--- src/rtl/htlp_pkg.sv ---
// htlp_pkg: shared types and codes for the linear-probe hash table
// no dependencies
package htlp_pkg;
	typedef enum logic [1:0] {
		TAG_NEVER = 2'd0,
		TAG_OCC   = 2'd1,
		TAG_TOMB  = 2'd2
	} tag_t;

	localparam logic [1:0] KIND_INSERT = 2'd0;
	localparam logic [1:0] KIND_REMOVE = 2'd1;

	localparam logic [2:0] ST_INSERTED = 3'd0;
	localparam logic [2:0] ST_UPDATED  = 3'd1;
	localparam logic [2:0] ST_FULL     = 3'd2;
	localparam logic [2:0] ST_REMOVED  = 3'd3;
	localparam logic [2:0] ST_NOTFOUND = 3'd4;
	localparam logic [2:0] ST_FOUND    = 3'd5;

	typedef struct packed {
		logic [1:0]  kind;
		logic [30:0] key;
		logic [31:0] payload;
	} cmd_t;
endpackage

--- src/rtl/htlp_front.sv ---
// htlp_front: accepts transactions into a two-entry queue
// depends on htlp_pkg
module htlp_front (
	input  logic           clk,
	input  logic           arst_n,
	input  logic           in_valid,
	output logic           in_ready,
	input  htlp_pkg::cmd_t in_cmd,
	output logic           q_valid,
	input  logic           q_ready,
	output htlp_pkg::cmd_t q_cmd
);
	htlp_pkg::cmd_t buf_q [2];
	logic           wr_q, rd_q;
	logic [1:0]     cnt_q;

	assign in_ready = (cnt_q != 2'd2);
	assign q_valid  = (cnt_q != 2'd0);
	assign q_cmd    = buf_q[rd_q];

	always_ff @(posedge clk or negedge arst_n) begin
		if (!arst_n) begin
			wr_q  <= 1'b0;
			rd_q  <= 1'b0;
			cnt_q <= 2'd0;
		end else begin
			if (in_valid && in_ready) wr_q <= ~wr_q;
			if (q_valid && q_ready) rd_q <= ~rd_q;
			cnt_q <= cnt_q + {1'b0, in_valid && in_ready} - {1'b0, q_valid && q_ready};
		end
	end

	always_ff @(posedge clk) begin
		if (in_valid && in_ready) buf_q[wr_q] <= in_cmd;
	end
endmodule

--- config.mk ---
export PLATFORM = sky130hd
export DESIGN_NAME = htlp_front
export DESIGN_NICKNAME = d
export VERILOG_FILES = /design/src/rtl/htlp_pkg.sv /design/src/rtl/htlp_front.sv
export SDC_FILE = /design/constraint.sdc
export NUM_CORES = 1
export LEC_CHECK = 0
export ABC_AREA = 1
export ABC_CLOCK_PERIOD_IN_PS = 4150
export BUFFER_PORTS_ARGS = -buffer_cell sky130_fd_sc_hd__buf_2
export CAP_MARGIN = 20
export CORE_UTILIZATION = 33
export DETAILED_ROUTE_END_ITERATION = 10
export MAX_ROUTING_LAYER = met4
export SETUP_SLACK_MARGIN = 0.15
export SLEW_MARGIN = 20
export SYNTH_ARGS = -nofsm -noshare
export SYNTH_HDL_FRONTEND = slang
export SYNTH_SLANG_ARGS = --single-unit
--- constraint.sdc ---
create_clock -name clk -period 4.15 [get_ports clk]
set_input_delay 0.415 -clock clk [delete_from_list [all_inputs] [get_ports clk]]
set_output_delay 0.415 -clock clk [all_outputs]
set_load 0.01 [all_outputs]
After elaboration in Yosys (flattened, before gate mapping) --
Memory sizes are Yosys's and may differ from the RTL's. Index checks and enable logic that the tools add are counted. Widths: inputs -> output; s select.
Operators by class: $add $sub $neg 2, eq/ne operators 1, multiplexer cells 2, bitwise logic cells 2, reductions and logical operators 3
Operators by type and width (count):
- $add 2x1->2 | 1
- $logic_and 1x1->1 | 2
- $mux 1 | 2
- $ne 2x2->1 const B | 1
- $not 1->1 | 2
- $reduce_bool 2->1 | 1
- $sub 2x1->2 | 1
Word-level totals: register bits after elaboration 4, memory bits (writable) 130, bits of input ports 69, output and inout port bits 67, word-level logic and storage cells 14, memories 1
Memory list:
- buf_q | depth 2, bits a word 65, read ports 1, clocked after Yosys merged registers in 0, wr ports 1, line htlp_front.sv:13 | htlp_pkg::cmd_t buf_q [2];

Logic depth before layout (Yosys ltp) --
depth in word-level cells 4, depth in mapped cells 10, depth with buffers taken out 10

Worst setup path after synthesis --
Ideal clock, no wire load.
path type flip-flop to flip-flop, start register cnt_q[1], end memory buf_q[1][0] (netlist name) (enable), data arrival time 3.345 ns, data required time 3.662 ns, path slack 0.317 ns, stages on the path, launching flop included 4, path buffers 0, cells stage by stage dfrtp_1 nand2_1 nand2_1 nor2_1
On the way: longest elaborated chain between the ends 4
RTL lines:
- from (decl) | line htlp_front.sv:15 | logic [1:0] cnt_q;
- from (signal assigned) | line htlp_front.sv:29 | cnt_q <= cnt_q + {1'b0, in_valid && in_ready} - {1'b0, q_valid && q_ready};
- $ne 2x2->1 | line htlp_front.sv:17 | assign in_ready = (cnt_q != 2'd2);
- via in_ready | line htlp_front.sv:7 | output logic in_ready,
- $logic_and 1x1->1 | line htlp_front.sv:34 | if (in_valid && in_ready) buf_q[wr_q] <= in_cmd;
- $mux 1 | line htlp_front.sv:34
- $mux 1 (implied by the code) | line htlp_front.sv:34
- to (decl) | line htlp_front.sv:13
The timed path passes the listed nets, and every way through them passes these cells.

==> results.cfg <==
[finish]
final_core_util_pct = 43.9
n_fill_cell = 1364
layout-drive-gt1-share_pct = 32.4
syn_to_final_growth_pct = 29.6
layout.nets = 586

[logic_synthesis]
async_flop_share_pct = 2.99
synth_ff_type = edfxtp_1
synthCells = 371
synthTopCellsByArea = edfxtp_1 79%, nand2_1 16%, dfrtp_1 2.0%, buf_2 0.91%, buf_4 0.76%
yosysTopAreaCellShare_pct = 78.9
synth.most_common_cell = nand2_1
post-synth-top-area-cell = edfxtp_1
synth_commonest_cells = 208 x nand2_1, 130 x edfxtp_1, 9 x buf_2, 8 x inv_1, 5 x buf_4
ys_ff_latch = 134
yosys_warnings = 0
ys_seq_area_share_pct = 81.0
postSynthAreaPerCell_um2 = 13.3
synth_area_mm2 = 0.00494
syn-num-nets = 442
synth.distinct_cells = 10
synth_edf_count = 130

[drt]
drt_iter0_drc = 153
wirelength_um = 9340
firstDrtPassIters = 4
wl_per_cell_um = 13.1
ant_nets = 0
dr_total_vias = 3074
drcViolationCount = 0
post_drt_via_cell_ratio = 4.31

[floorplan]
fp.dieArea_mm2 = 0.0155
coreArea_mm2 = 0.0146
fp.dieH_um = 124
die_x_um = 124
ios = 136
row_count = 44
start_util_pct = 33.9

[timing]
fin_crit_sh_pct = 52.2
fin_crit_ns = 2.16
rsz0062_at_grt = no
finalMaxSlewViolations = 0
setup-violations-final = 0
worst_slew_pin_slew_ns = 0.895
tns_ns = 0
worst_slew_margin_rel_pct = 40.4
whs_ns = 0.197
timing_hold_violations_final = 0
fmax_mhz = 462
skew_ns = 0.00470

[critical_path]
path_class = reg -> out
cp-end-kind = output pin
cp_max_fo = 66
worstPathArrival_ns = 1.75
cp.required_ns = 3.73
crit_path_start_kind = register

[power_and_ir_drop]
vdd_drop_max_v = 0.000375
swShare_pct = 31.9
p_int_uw = 3220
p_leak_uw = 0.00276
powerDensity_mw_per_mm2 = 738
pwr-share-seq_pct = 40.6
p_switching_uw = 1510
p_comb_share_pct = 28.6
pwr-share-clk_pct = 30.8

[placement]
gp_congestion = 0.705
io_buffers = 135
dp_hpwl_um = 5710

[clocking]
clkTransAtPathRegs_ns = 0.06
htree_levels = 4
tritoncts = yes
clock_path_buffers = 2
cts.sinks = 134
ctsResizeCount = 0
clk_latency_ns = 0.41
cts-root-buf = clkbuf_16
numCtsBuffers = 17

[flow_run]
maxCapViolations = 0

[global_route]
track_usage_pct = 13.1
grt_pass1_wl_um = 14700
grt_pass1_vias = 2999
grt_max_degree = 67
grt_antenna_before_repair = 1
grt-ovfl-total = 0

[hold_path]
hold_class = in -> reg

[run_status]
run_status = completed
## sequential cells by signal, indices dropped and copies added (netlist names)
signal,flops
cnt_q,2
rd_q,1
wr_q,1
buf_q,130
## metal layers
layer / track usage [%] / wire length [um] / vias up
met5: - / 0 / -
met4: 6.09 / 197 / 0
met3: 5.46 / 624 / 18
met2: 20.5 / 4540 / 94
met1: 14.4 / 3980 / 1427
li1: - / - / 1535
## cell type report
cell class	count	area (um^2)	share of cell area (%)
tap	184	230	3.59
clock buffer	18	429	6.70
sequential	134	4010	62.5
inverter	9	38.8	0.605
multi-input combinational	214	832	13.0
antenna	1	2.50	0.0391
clock inverter	14	160	2.50
timing repair buffer	139	708	11.1
## per-stage QoR
step	setup WS (ns)	power, uW	instance area [um^2]	std cells
after global routing	1.78	5020	6410	713
after floorplan	0.317	2790	4940	371
final	1.99	4730	6410	713
after CTS	1.93	4810	6400	712
after global placement	1.94	3310	5800	679
after detailed placement	2.24	3340	5800	679
## cell usage in the layout (no fill, tap or decap), drive strengths merged, types with 3 or more instances in the layout
cell type	synthesis	routed
edfxtp	130	130
clkinvlp	0	7
clkbuf	0	18
buf	14	138
bufinv	0	3
nand3	3	3
inv	9	9
clkinv	0	4
dfrtp	4	4
nand2	208	208
## cell families after synthesis
family        synth area share, %
simple gates                 16.2
flops                        81.0
buf+inv                      2.35
fa+ha+maj                   0.506
## power groups by stage
| stage | combinational, uW | sequential (uW) | clock [uW] |
|---|---|---|---|
| floorplan | 843 | 1950 | 0 |
| global placement | 1380 | 1940 | 0 |
| detailed placement | 1400 | 1950 | 0 |
| CTS | 1400 | 1920 | 1490 |
| global route | 1530 | 1950 | 1550 |
| finish | 1350 | 1920 | 1460 |
## worst paths after layout
check	cells after the start	startpoint	slack [ns]	end
max in group asynchronous	2	arst_n	3.68	rd_q
setup / recovery	4	rd_q	1.99	q_cmd[2]
hold / removal	1	in_cmd[43]	0.20	buf_q[0][43]
hold reg to reg	2	wr_q	0.49	wr_q
min in group asynchronous	2	arst_n	0.34	wr_q
setup reg to reg	5	cnt_q[0]	2.29	buf_q[0][38]
## worst max-delay path, stage by stage (launching register included)
cell and delay, ns:
dfrtp_2 0.38, buf_4 0.57, nand2_1 0.12, nand2_1 0.11
buf_2 0.13
## timing repair
action	in CTS	in global routing
setup buffers	0	0
endpoints found under the hold margin	4	0
hold buffers	1	0
Power figures use the tool's default switching activity.
